<file path="src/hw/rtl/vsc_pkg.sv">
// Shared types, constants and lookup tables for the version string comparator.
package vsc_pkg;

  localparam int CHAR_W  = 21;
  localparam int ORDER_W = 22;
  localparam int Q_DEPTH = 4;
  localparam int Q_AW    = $clog2(Q_DEPTH);
  localparam int Q_CW    = $clog2(Q_DEPTH + 1);

  localparam logic [CHAR_W-1:0] CH_ZERO = CHAR_W'(48);
  localparam logic [CHAR_W-1:0] CH_NINE = CHAR_W'(57);

  // character classes
  localparam logic [1:0] CLS_OTHER = 2'd0;
  localparam logic [1:0] CLS_DIGIT = 2'd1;
  localparam logic [1:0] CLS_ZERO  = 2'd2;

  // scan automaton states, spaced by three so state + class is a table row
  localparam logic [3:0] ST_N = 4'h0;
  localparam logic [3:0] ST_I = 4'h3;
  localparam logic [3:0] ST_F = 4'h6;
  localparam logic [3:0] ST_Z = 4'h9;
  localparam logic [3:0] ST_ROWS = 4'd12;

  typedef enum logic [2:0] {
    PH_DONE = 3'b001,
    PH_SCAN = 3'b010,
    PH_LEN  = 3'b100
  } phase_t;

  typedef enum logic [1:0] {
    V_CMP,
    V_LEN,
    V_NEG,
    V_POS
  } verdict_t;

  typedef logic signed [ORDER_W-1:0] order_t;

  // one classified pair as it waits in the queue
  typedef struct packed {
    logic       first;
    logic [1:0] cls_a;
    logic [1:0] cls_b;
    logic       eq;
    logic       a_zero;
    order_t     diff;
  } q_item_t;

  function automatic logic [1:0] char_class(input logic [CHAR_W-1:0] c);
    logic dig;
    dig = (c >= CH_ZERO) && (c <= CH_NINE);
    if (c == CH_ZERO) begin
      return CLS_ZERO;
    end else if (dig) begin
      return CLS_DIGIT;
    end
    return CLS_OTHER;
  endfunction

  function automatic logic [3:0] scan_next(input logic [3:0] st);
    case (st)
      4'd0:    return ST_N;
      4'd1:    return ST_I;
      4'd2:    return ST_Z;
      4'd3:    return ST_N;
      4'd4:    return ST_I;
      4'd5:    return ST_I;
      4'd6:    return ST_N;
      4'd7:    return ST_F;
      4'd8:    return ST_F;
      4'd9:    return ST_N;
      4'd10:   return ST_F;
      4'd11:   return ST_Z;
      default: return ST_N;
    endcase
  endfunction

  function automatic verdict_t verdict_kind(input logic [3:0] st, input logic [1:0] cls_b);
    case (st)
      4'd1:    return (cls_b == CLS_DIGIT) ? V_LEN : V_CMP;
      4'd3:    return (cls_b == CLS_OTHER) ? V_CMP : V_NEG;
      4'd4,
      4'd5:    return (cls_b == CLS_OTHER) ? V_POS : V_LEN;
      4'd9:    return (cls_b == CLS_OTHER) ? V_CMP : V_POS;
      4'd10,
      4'd11:   return (cls_b == CLS_OTHER) ? V_NEG : V_CMP;
      default: return V_CMP;
    endcase
  endfunction

endpackage

</file>
<file path="src/hw/rtl/vsc_in_if.sv">
// Input channel: one codepoint pair per beat.
interface vsc_in_if;
  logic                        valid;
  logic                        ready;
  logic                        first;
  logic [vsc_pkg::CHAR_W-1:0]  char_a;
  logic [vsc_pkg::CHAR_W-1:0]  char_b;

  modport source (output valid, output first, output char_a, output char_b, input ready);
  modport sink   (input valid, input first, input char_a, input char_b, output ready);
endinterface

</file>
<file path="src/hw/rtl/vsc_out_if.sv">
// Result channel: one verdict per beat.
interface vsc_out_if;
  logic                        valid;
  logic                        ready;
  logic [vsc_pkg::ORDER_W-1:0] order;

  modport source (output valid, output order, input ready);
  modport sink   (input valid, input order, output ready);
endinterface

</file>
<file path="src/hw/rtl/version_string_compare.sv">
// Top level: version-order comparison of two codepoint strings.
//
//  channel | dir | beat contents         | handshake
//  in_bus  | in  | first, char_a, char_b | valid/ready
//  out_bus | out | order                 | valid/ready
//
// One pair per cycle sustained; a pair is written into the queue, and
// its verdict appears in the output register the cycle after it is popped.
// The back-end state update (one table lookup) sets the rate.
// Reset (rst_n low, synchronous) empties the queue and drops any open compare.
// A held result stalls the back end; the four-entry queue then fills
// before in_bus.ready drops.
module version_string_compare (
  input  logic      clk,
  input  logic      rst_n,
  vsc_in_if.sink    in_bus,
  vsc_out_if.source out_bus
);
  import vsc_pkg::*;

  logic    push;
  logic    pop;
  logic    q_full;
  logic    q_valid;
  q_item_t push_item;
  q_item_t head_item;

  vsc_front u_front (
    .in_bus    (in_bus),
    .q_full    (q_full),
    .push      (push),
    .push_item (push_item)
  );

  vsc_queue u_queue (
    .clk       (clk),
    .rst_n     (rst_n),
    .push      (push),
    .push_item (push_item),
    .pop       (pop),
    .q_full    (q_full),
    .q_valid   (q_valid),
    .head_item (head_item)
  );

  vsc_back u_back (
    .clk       (clk),
    .rst_n     (rst_n),
    .q_valid   (q_valid),
    .head_item (head_item),
    .pop       (pop),
    .out_bus   (out_bus)
  );
endmodule

</file>
<file path="src/hw/rtl/vsc_front.sv">
// Front end: takes input beats and classifies each codepoint pair.
module vsc_front (
  vsc_in_if.sink           in_bus,
  input  logic             q_full,
  output logic             push,
  output vsc_pkg::q_item_t push_item
);
  import vsc_pkg::*;

  assign in_bus.ready = !q_full;
  assign push         = in_bus.valid && !q_full;

  always_comb begin
    push_item.first  = in_bus.first;
    push_item.cls_a  = char_class(in_bus.char_a);
    push_item.cls_b  = char_class(in_bus.char_b);
    push_item.eq     = (in_bus.char_a == in_bus.char_b);
    push_item.a_zero = (in_bus.char_a == '0);
    push_item.diff   = order_t'({1'b0, in_bus.char_a}) - order_t'({1'b0, in_bus.char_b});
  end
endmodule

</file>
<file path="src/hw/rtl/vsc_queue.sv">
// Short FIFO of classified pairs between front and back end.
module vsc_queue (
  input  logic             clk,
  input  logic             rst_n,
  input  logic             push,
  input  vsc_pkg::q_item_t push_item,
  input  logic             pop,
  output logic             q_full,
  output logic             q_valid,
  output vsc_pkg::q_item_t head_item
);
  import vsc_pkg::*;

  q_item_t           mem_r [Q_DEPTH];
  logic [Q_AW-1:0]   wr_ptr_r;
  logic [Q_AW-1:0]   rd_ptr_r;
  logic [Q_CW-1:0]   cnt_r;
  logic [Q_CW-1:0]   cnt_nxt;

  assign q_full    = (cnt_r == Q_CW'(Q_DEPTH));
  assign q_valid   = (cnt_r != '0);
  assign head_item = mem_r[rd_ptr_r];

  always_comb begin
    cnt_nxt = cnt_r;
    if (push && !pop) begin
      cnt_nxt = cnt_r + 1'b1;
    end else if (pop && !push) begin
      cnt_nxt = cnt_r - 1'b1;
    end
  end

  always_ff @(posedge clk) begin
    if (!rst_n) begin
      wr_ptr_r <= '0;
      rd_ptr_r <= '0;
      cnt_r    <= '0;
    end else begin
      cnt_r <= cnt_nxt;
      if (push) begin
        wr_ptr_r <= wr_ptr_r + 1'b1;
      end
      if (pop) begin
        rd_ptr_r <= rd_ptr_r + 1'b1;
      end
    end
  end

  always_ff @(posedge clk) begin
    if (push) begin
      mem_r[wr_ptr_r] <= push_item;
    end
  end

  a_cnt_bound: assert property (@(posedge clk) disable iff (!rst_n)
    cnt_r <= Q_CW'(Q_DEPTH))
    else $error("queue count above depth");

  a_pop_nonempty: assert property (@(posedge clk) disable iff (!rst_n)
    pop |-> q_valid)
    else $error("pop from empty queue");

  a_ptr_track: assert property (@(posedge clk) disable iff (!rst_n)
    (push && !pop) |=> (cnt_r == $past(cnt_r) + 1'b1))
    else $error("queue count lost a push");
endmodule

</file>
<file path="src/hw/rtl/vsc_back.sv">
// Back end: scan automaton, length phase and registered result.
module vsc_back (
  input  logic             clk,
  input  logic             rst_n,
  input  logic             q_valid,
  input  vsc_pkg::q_item_t head_item,
  output logic             pop,
  vsc_out_if.source        out_bus
);
  import vsc_pkg::*;

  phase_t     phase_r, phase_nxt;
  logic [3:0] scan_r, scan_nxt;
  order_t     saved_r, saved_nxt;
  logic       out_valid_r;
  order_t     out_order_r;

  logic       emit;
  order_t     emit_val;
  logic       go_scan;
  logic [3:0] st;
  logic [3:0] base;
  logic       dig_a;
  logic       dig_b;

  assign pop           = q_valid && (!out_valid_r || out_bus.ready);
  assign out_bus.valid = out_valid_r;
  assign out_bus.order = out_order_r;

  assign dig_a = (head_item.cls_a != CLS_OTHER);
  assign dig_b = (head_item.cls_b != CLS_OTHER);
  assign base  = (scan_r < ST_ROWS) ? scan_r : ST_N;

  always_comb begin
    phase_nxt = phase_r;
    scan_nxt  = scan_r;
    saved_nxt = saved_r;
    emit      = 1'b0;
    emit_val  = '0;
    go_scan   = 1'b0;
    st        = ST_N;
    if (pop) begin
      if (head_item.first) begin
        go_scan = 1'b1;
        st      = {2'b00, head_item.cls_a};
      end else begin
        case (phase_r)
          PH_SCAN: begin
            go_scan = 1'b1;
            st      = base + {2'b00, head_item.cls_a};
          end
          PH_LEN: begin
            // digit runs keep going until one of them ends
            if (dig_a) begin
              if (!dig_b) begin
                emit     = 1'b1;
                emit_val = order_t'(1);
              end
            end else begin
              emit     = 1'b1;
              emit_val = dig_b ? order_t'(-1) : saved_r;
            end
          end
          default: ;
        endcase
      end

      if (go_scan) begin
        if (head_item.eq) begin
          if (head_item.a_zero) begin
            emit = 1'b1;
          end else begin
            scan_nxt  = scan_next(st);
            phase_nxt = PH_SCAN;
          end
        end else begin
          case (verdict_kind(st, head_item.cls_b))
            V_LEN: begin
              saved_nxt = head_item.diff;
              phase_nxt = PH_LEN;
            end
            V_NEG: begin
              emit     = 1'b1;
              emit_val = order_t'(-1);
            end
            V_POS: begin
              emit     = 1'b1;
              emit_val = order_t'(1);
            end
            default: begin
              emit     = 1'b1;
              emit_val = head_item.diff;
            end
          endcase
        end
      end

      if (emit) begin
        phase_nxt = PH_DONE;
      end
    end
  end

  always_ff @(posedge clk) begin
    if (!rst_n) begin
      phase_r     <= PH_DONE;
      scan_r      <= ST_N;
      saved_r     <= '0;
      out_valid_r <= 1'b0;
    end else begin
      phase_r <= phase_nxt;
      scan_r  <= scan_nxt;
      saved_r <= saved_nxt;
      if (pop && emit) begin
        out_valid_r <= 1'b1;
      end else if (out_bus.ready) begin
        out_valid_r <= 1'b0;
      end
    end
  end

  always_ff @(posedge clk) begin
    if (pop && emit) begin
      out_order_r <= emit_val;
    end
  end

  a_emit_done: assert property (@(posedge clk) disable iff (!rst_n)
    (pop && emit) |=> (phase_r == PH_DONE && out_valid_r))
    else $error("verdict did not close the comparison");

  a_scan_code: assert property (@(posedge clk) disable iff (!rst_n)
    (scan_r == ST_N) || (scan_r == ST_I) || (scan_r == ST_F) || (scan_r == ST_Z))
    else $error("scan state off the automaton grid");

  a_len_saved: assert property (@(posedge clk) disable iff (!rst_n)
    (phase_r == PH_LEN) |-> (saved_r != '0))
    else $error("length phase without a saved difference");

  a_no_overrun: assert property (@(posedge clk) disable iff (!rst_n)
    (out_valid_r && !out_bus.ready) |-> !pop)
    else $error("back end popped over a held result");
endmodule
</file>
<file path="src/flat_wrapper.sv">
// flat-port wrapper written by rule: the top's interface ports become plain ports
module version_string_compare_flat import vsc_pkg::*;
  (clk, rst_n, in_bus_valid, in_bus_first, in_bus_char_a, in_bus_char_b, in_bus_ready, out_bus_valid, out_bus_order, out_bus_ready);
  vsc_in_if in_bus_i ();
  vsc_out_if out_bus_i ();
  input  logic clk;
  input  logic rst_n;
  input wire logic [$bits(in_bus_i.valid)-1:0] in_bus_valid;
  input wire logic [$bits(in_bus_i.first)-1:0] in_bus_first;
  input wire logic [$bits(in_bus_i.char_a)-1:0] in_bus_char_a;
  input wire logic [$bits(in_bus_i.char_b)-1:0] in_bus_char_b;
  output wire logic [$bits(in_bus_i.ready)-1:0] in_bus_ready;
  output wire logic [$bits(out_bus_i.valid)-1:0] out_bus_valid;
  output wire logic [$bits(out_bus_i.order)-1:0] out_bus_order;
  input wire logic [$bits(out_bus_i.ready)-1:0] out_bus_ready;
  assign in_bus_i.valid = in_bus_valid;
  assign in_bus_i.first = in_bus_first;
  assign in_bus_i.char_a = in_bus_char_a;
  assign in_bus_i.char_b = in_bus_char_b;
  assign in_bus_ready = in_bus_i.ready;
  assign out_bus_valid = out_bus_i.valid;
  assign out_bus_order = out_bus_i.order;
  assign out_bus_i.ready = out_bus_ready;
  version_string_compare u_core (.clk(clk), .rst_n(rst_n), .in_bus(in_bus_i), .out_bus(out_bus_i));
endmodule
</file>
<file path="config.mk">
export PLATFORM = sky130hd
export DESIGN_NAME = version_string_compare_flat
export DESIGN_NICKNAME = d
export VERILOG_FILES = /design/src/hw/rtl/vsc_pkg.sv /design/src/hw/rtl/vsc_in_if.sv /design/src/hw/rtl/vsc_out_if.sv /design/src/hw/rtl/version_string_compare.sv /design/src/hw/rtl/vsc_front.sv /design/src/hw/rtl/vsc_queue.sv /design/src/hw/rtl/vsc_back.sv /design/src/flat_wrapper.sv
export SDC_FILE = /design/constraint.sdc
export NUM_CORES = 1
export LEC_CHECK = 0
export BUFFER_PORTS_ARGS = -buffer_cell sky130_fd_sc_hd__buf_2
export CAP_MARGIN = 20
export CORE_AREA = 2 2 142 117
export DETAILED_ROUTE_END_ITERATION = 10
export DIE_AREA = 0 0 144 119
export PLACE_DENSITY = 0.73
export SETUP_SLACK_MARGIN = 0.3
export SYNTH_ARGS = -nofsm -noshare
export SYNTH_HDL_FRONTEND = slang
export SYNTH_SLANG_ARGS = --single-unit
</file>
<file path="constraint.sdc">
create_clock -name clk -period 6.7 [get_ports clk]
set_clock_uncertainty 0.05 [all_clocks]
set_input_delay 1.675 -clock clk [delete_from_list [all_inputs] [get_ports clk]]
set_output_delay 1.675 -clock clk [all_outputs]
set_load 0.01 [all_outputs]
</file>
==> results of run 1 <==
[flip-flops by register name (all words and copies together), names as in the netlist, named ones only]
register                     flops
u_core.u_queue.mem_r           116
u_core.u_back.out_bus.order     22
u_core.u_back.saved_r           22
u_core.u_back.scan_r             4
u_core.u_back.phase_r            3
u_core.u_queue.cnt_r             3
u_core.u_queue.rd_ptr_r          2
u_core.u_queue.wr_ptr_r          2
u_core.u_back.out_bus.valid      1
[through the flow]
stage,total power [W],std cells
floorplan,0.00222,692
global placement,0.00249,954
detailed placement,0.00253,954
CTS,0.00345,986
global route,0.00363,986
finish,0.00344,986
[where the power goes]
part           switching (W)  internal, W
Sequential         0.0000646      0.00141
Combinational       0.000646     0.000390
Clock               0.000386     0.000534
Total                0.00110      0.00234
[cell usage in the layout (no fill, tap or decap), types with 6 or more instances in the layout]
cell type  synthesis  routed
nor2_1            39      39
buf_4              2       6
a21oi_1           41      41
nand2_1           39      39
xor2_1             7       7
xnor2_1           15      15
mux4_2            29      29
dfxtp_1           39      38
buf_2              1      70
a31oi_1            6       6
nor3_1             8       8
o21ai_0           81      81
nand4_1            8       8
nor4_1             7       7
nand3_1           34      34
and3_1             7       6
edfxtp_1         138     138
mux2i_1            6       6
ha_1              32      32
nand2b_1           6       6
clkbuf_16          0      18
a21o_1             6       6
inv_1             42      42
[critical path, cell delays in order, from the launching register on]
cell and delay [ns]:
dfxtp_2 0.55, buf_4 0.42, mux4_2 0.34, inv_1 0.07, fa_1 0.56, or3b_2 0.52
o22ai_1 0.29, o211ai_1 0.18, a32oi_2 0.89, nor2_1 0.14, a211o_1 0.38, nand2_1 0.62
[worst min-delay path by stage]
stage,cells after the start,end,start
global placement,2,u_core.u_back.saved_r[18],u_core.u_back.saved_r[18]
detailed placement,2,u_core.u_back.saved_r[11],u_core.u_back.saved_r[11]
global route,2,u_core.u_back.saved_r[8],u_core.u_back.saved_r[8]
finish,2,u_core.u_back.saved_r[11],u_core.u_back.saved_r[11]
floorplan,2,u_core.u_back.saved_r[10],u_core.u_back.saved_r[10]
CTS,2,u_core.u_back.saved_r[13],u_core.u_back.saved_r[13]
[area by class of cell]
| type | count | area share |
|---|---|---|
| inverter | 43 | 0.0168 |
| clock inverter | 8 | 0.00535 |
| clock buffer | 24 | 0.0535 |
| timing repair buffer | 76 | 0.0412 |
| sequential | 177 | 0.514 |
| tap | 220 | 0.0287 |
| multi-input combinational | 438 | 0.341 |
[per-layer routing]
metal | global-route usage | up-vias | wire [um]
met2 | 0.335 | 209 | 7980
met5 | 0 | - | 0
met3 | 0.0458 | 18 | 789
met1 | 0.312 | 2747 | 8370
met4 | 0.0607 | 0 | 237
li1 | - | 2717 | -
[cell families (layout without fill, tap and decap cells)]
family | after synthesis | count (layout) | share of synthesized area
and+or+nand+nor | 173 | 173 | 0.105
DFF | 177 | 177 | 0.580
muxes | 35 | 35 | 0.0840
AOI/OAI and AO/OA | 173 | 173 | 0.119
adders and majority gates | 35 | 35 | 0.0542
xor gates and xnor gates | 22 | 22 | 0.0227
buffers and inverters | 77 | 151 | 0.0354
==> run_results.csv, run 1 <==
group,metric,value,unit
clock_tree,cts.clk_slew.worst_paths,0.06,ns
setup_path,ff2ff_setup_slack,1.30,ns
global_routing,gr-total-overflow,0,
setup_path,crit_arrival,5.40,ns
synthesis,mappedNetlistArea,0.00849,sq mm
timing,tightestPinTransition,1.05,ns
final_layout,area_growth,12.9,%
clock_tree,postCtsSetupRepairBufs,0,
clock_tree,clk_latency,0.43,ns
clock_tree,numCtsBuffers,17,
synthesis,netlist_instances,692,
place,gp_congestion,0.891,
setup_path,cp.required,6.70,ns
synthesis,synth_most_common_cell,"edfxtp_1",
final_layout,nNetsFinal,835,
synthesis,seq_area_frac_synth,0.580,
routing,detail-route-antenna-nets,0,
synthesis,synthDistinctLibCells,58,
floorplan,die_w,144,um
synthesis,synthTopCellsByArea,"edfxtp_1 (49%), dfxtp_1 (9.2%), mux4_2 (7.7%)",
synthesis,synth_async_sr_flop_share,0,
setup_path,worstSetupPathType,"flip-flop to flip-flop",
clock_tree,clkSinkCount,177,
clock_tree,post_cts_resized,0,
routing,finalWirelength,17400,um
pwr,p_leak,3.46,nW
global_routing,grt_pass1_wl,28100,um
timing,final-setup-viol-count,0,
setup_path,setup.worst_path.end_class,"flip-flop",
floorplan,pin_count,71,
place,dpl-instance-area,0.00903,sq mm
final_layout,seq_area,0.00493,sq mm
synthesis,synth_edf_count,138,
synthesis,synthFlopType,"edfxtp_1",
setup_path,startpoint_type,"flip-flop",
final_layout,drive_gt1_frac,0.201,
timing,slew_violations,0,
place,portBuffers,70,
synthesis,ys_ff_latch,177,
outcome,status,"finished clean",
pwr,irDropWorstVdd,0.219,mV
final_layout,num-fill-cells,1266,
routing,wl_per_cell,17.6,um
synthesis,synth_warnings,0,
place,dp_hpwl,12400,um
timing,fmax,185,MHz
setup_path,reg2reg_depth,11,
synthesis,synth_nets,774,
clock_tree,ctsHtreeMaxLevel,4,
floorplan,design.die.area,0.0171,sq mm
synthesis,synth.top_cells.by_count,"edfxtp_1 (138), o21ai_0 (81), inv_1 (42), a21oi_1 (41)",
setup_path,r2r-end,"u_core.u_back.out_bus.order[12]",
setup_path,crit_fanout,25,
routing,drt_iter0_markers,439,
run,maxCapViolations,0,
clock_tree,cts_root_buffer,"clkbuf_16",
timing,hold_viol,0,
timing,layout_setup_ws,1.30,ns
timing,fin_tns_setup,0,ns
floorplan,die_height,119,um
final_layout,design_area,0.00959,sq mm
timing,maxSlewHeadroom,0.297,
timing,rsz0062_at_grt,"no",
floorplan,start_util,0.533,
synthesis,synth_largest_area_cell,"edfxtp_1",
global_routing,grt_use_total,0.216,
clock_tree,ctsHoldBuffers,0,
final_layout,multiInputGateArea,0.00327,sq mm
global_routing,grt_pass1_vias,5457,
final_layout,n_antenna_cell,0,
timing,fin_crit,5.40,ns
global_routing,grt_max_degree,48,
routing,vias,5691,
final_layout,fin_util,0.602,
clock_tree,cts_tree,"yes",
clock_tree,ctsLongestPathBuffers,2,
hold_path,hold_class,"flip-flop to flip-flop",
floorplan,core-area,0.0159,sq mm
place,place_ws,1.25,ns
routing,viasPerCell,5.77,
synthesis,syn_avg_cell_area,12.3,sq um
timing,holdWs,0.406,ns
pwr,power_density,358,mW/mm^2
global_routing,antenna_found_initial,0,
timing,fin_crit_sh,0.806,
routing,firstDrtPassIters,5,
routing,drc,0,
setup_path,cp-endpoint,"u_core.u_back.out_bus.order[12]",
floorplan,rows,42,
synthesis,synth_top_area_frac,0.488,
No activity file was read; power rests on OpenSTA's default activity.
==> inputs of run 2 (changes only) <==
clock period = 5.1 ns   (was 6.7 ns; I/O delays follow)
==> run 2 against run 1 <==
Compared with the run above:
- hold slack better by 0.0014 ns
- sequential power up 32%
- critical path depth up 3
- register-to-register slack worse by 0.63 ns
- worst setup slack worse by 0.63 ns
- core utilization up 0.19 points
- largest cell class unchanged
- critical endpoint unchanged
- global-route usage down 0.24 points
- first-iteration DRC count up 5.0%
==> run_results.csv, run 2 (synthesized netlist as in run 1, its figures left out) <==
group,metric,value,unit
floorplan,core-area,0.0159,sq mm
global_routing,grt_use_total,0.214,
final_layout,final_cell_mix,"edfxtp_1 (138), o21ai_0 (81), buf_2 (70)",
clock_tree,cts_tree,"yes",
floorplan,pin_count,71,
timing,fin_crit_sh,0.868,
routing,drc,0,
global_routing,grt_max_degree,48,
setup_path,reg2reg_depth,14,
floorplan,die_height,119,um
timing,fin_crit,4.43,ns
setup_path,crit_fanout,22,
global_routing,grt_pass1_wl,27800,um
pwr,p_leak,3.47,nW
final_layout,largest_register_ffs,116,
timing,fin_tns_setup,0,ns
global_routing,antenna_found_initial,0,
routing,highest_layer,"met4",
routing,finalWirelength,17400,um
final_layout,drive_gt1_frac,0.209,
clock_tree,numCtsBuffers,17,
clock_tree,clkSinkCount,177,
clock_tree,cts.clk_slew.worst_paths,0.08,ns
clock_tree,clk_latency,0.43,ns
global_routing,gr-total-overflow,0,
clock_tree,ctsHtreeMaxLevel,4,
place,place_ws,0.678,ns
setup_path,startpoint_type,"flip-flop",
final_layout,nNetsFinal,835,
timing,final-setup-viol-count,0,
final_layout,n_antenna_cell,0,
final_layout,largest_register,"u_core.u_queue.mem_r",
setup_path,cp.required,5.17,ns
floorplan,start_util,0.533,
timing,hold_viol,0,
routing,vias,5737,
routing,detail-route-antenna-nets,0,
global_routing,grt_pass1_vias,5446,
routing,dr_wl_met3,1150,um
final_layout,layout_commonest_cell,"edfxtp_1",
setup_path,setup.worst_path.end_class,"flip-flop",
setup_path,crit_arrival,4.49,ns
setup_path,r2r-end,"u_core.u_back.out_bus.order[12]",
routing,drt_iter0_markers,461,
timing,slew_violations,0,
setup_path,crit_chain,"mux4_2 > ha_1 > inv_1 > fa_1 > o31ai_1 > inv_1 > ha_1 > o21ai_0 > or4_4 > a21boi_1 > nor2_1 > a211o_1 > nand2_1 > buf_4",
routing,viasPerCell,5.82,
routing,wl_per_cell,17.7,um
hold_path,hold_class,"flip-flop to flip-flop",
clock_tree,ctsLongestPathBuffers,2,
place,portBuffers,70,
floorplan,rows,42,
setup_path,cp_slowest_cell,"mux4_2",
clock_tree,cts_root_buffer,"clkbuf_16",
outcome,status,"finished clean",
place,dpl-instance-area,0.00903,sq mm
routing,firstDrtPassIters,5,
clock_tree,ctsHoldBuffers,0,
setup_path,ff2ff_setup_slack,0.67,ns
floorplan,design.die.area,0.0171,sq mm
pwr,irDropWorstVdd,0.264,mV
place,dp_hpwl,12300,um
final_layout,fin_util,0.604,
routing,wl_met2,7820,um
final_layout,area_growth,13.3,%
timing,maxSlewHeadroom,0.246,
floorplan,die_w,144,um
final_layout,design_area,0.00962,sq mm
timing,fmax,226,MHz
run,maxCapViolations,0,
routing,wl_met1,8260,um
timing,layout_setup_ws,0.674,ns
setup_path,cp-endpoint,"u_core.u_back.out_bus.order[12]",
timing,rsz0062_at_grt,"no",
place,gp_congestion,0.906,
setup_path,max_stage_delay,0.58,ns
pwr,power_density,476,mW/mm^2
timing,tightestPinTransition,1.13,ns
setup_path,worstSetupPathType,"flip-flop to flip-flop",
## run 2: cell count changes in the layout (fill, tap and decap cells not counted), sizes merged
cell and change:
clkbuf -7, inv +7, clkinv +1, clkinvlp -1
## run 2: metal layers
| metal | track usage | up-vias |
|---|---|---|
| li1 | - | 2724 |
| met1 | 0.316 | 2772 |
| met2 | 0.318 | 224 |
| met3 | 0.0483 | 17 |
| met4 | 0.0656 | 0 |
| met5 | 0 | - |
## run 2: critical path: cells and delay by family (launching register included)
kind	cells	cell delay (ns)
AO/OA/AOI/OAI	4	1.27
adder cells (fa/ha/maj)	3	0.89
AND/OR/NAND/NOR	3	0.36
buffers and inverters	3	0.47
flip-flops	1	0.49
multiplexers	1	0.58
## run 2: layout make-up
class / count / area (sq um)
inverter: 43 / 161
fill: 1241 / 6300
clock buffer: 17 / 425
multi-input combinational: 438 / 3270
clock inverter: 15 / 164
timing repair buffer: 76 / 395
sequential: 177 / 4930
tap: 220 / 275
## run 2: how the worst min path moves through the flow
stage | start | end | slack [ns] | cells after the start
5_1_grt | u_core.u_back.saved_r[2] | u_core.u_back.saved_r[2] | 0.42 | 2
3_5_place_dp | u_core.u_back.saved_r[2] | u_core.u_back.saved_r[2] | 0.40 | 2
6_report | u_core.u_back.saved_r[5] | u_core.u_back.saved_r[5] | 0.41 | 2
3_3_place_gp | u_core.u_back.saved_r[17] | u_core.u_back.saved_r[17] | 0.39 | 2
2_1_floorplan | u_core.u_back.saved_r[10] | u_core.u_back.saved_r[10] | 0.38 | 2
4_1_cts | u_core.u_back.saved_r[5] | u_core.u_back.saved_r[5] | 0.41 | 2
## run 2: metrics by stage
| step | std cells | hold slack (ns) | total power, W |
|---|---|---|---|
| final | 986 | 0.408 | 0.00458 |
| after global routing | 986 | 0.422 | 0.00482 |
| after detailed placement | 954 | 0.399 | 0.00334 |
| after CTS | 986 | 0.410 | 0.00460 |
| after global placement | 954 | 0.394 | 0.00328 |
| after floorplan | 692 | 0.383 | 0.00292 |
## run 2: power breakdown
part           switching, W  leakage, nW  total (W)  internal [W]
sequential        0.0000910         1.58    0.00195       0.00185
combinational      0.000844         1.61    0.00137      0.000527
clock              0.000608        0.283    0.00126      0.000657
total               0.00154         3.47    0.00458       0.00304
## run 2: repair_timing
item | CTS | global route
setup endpoints to repair | 0 | 2
gates resized for setup | 0 | 1
buffers inserted | 0 | 0
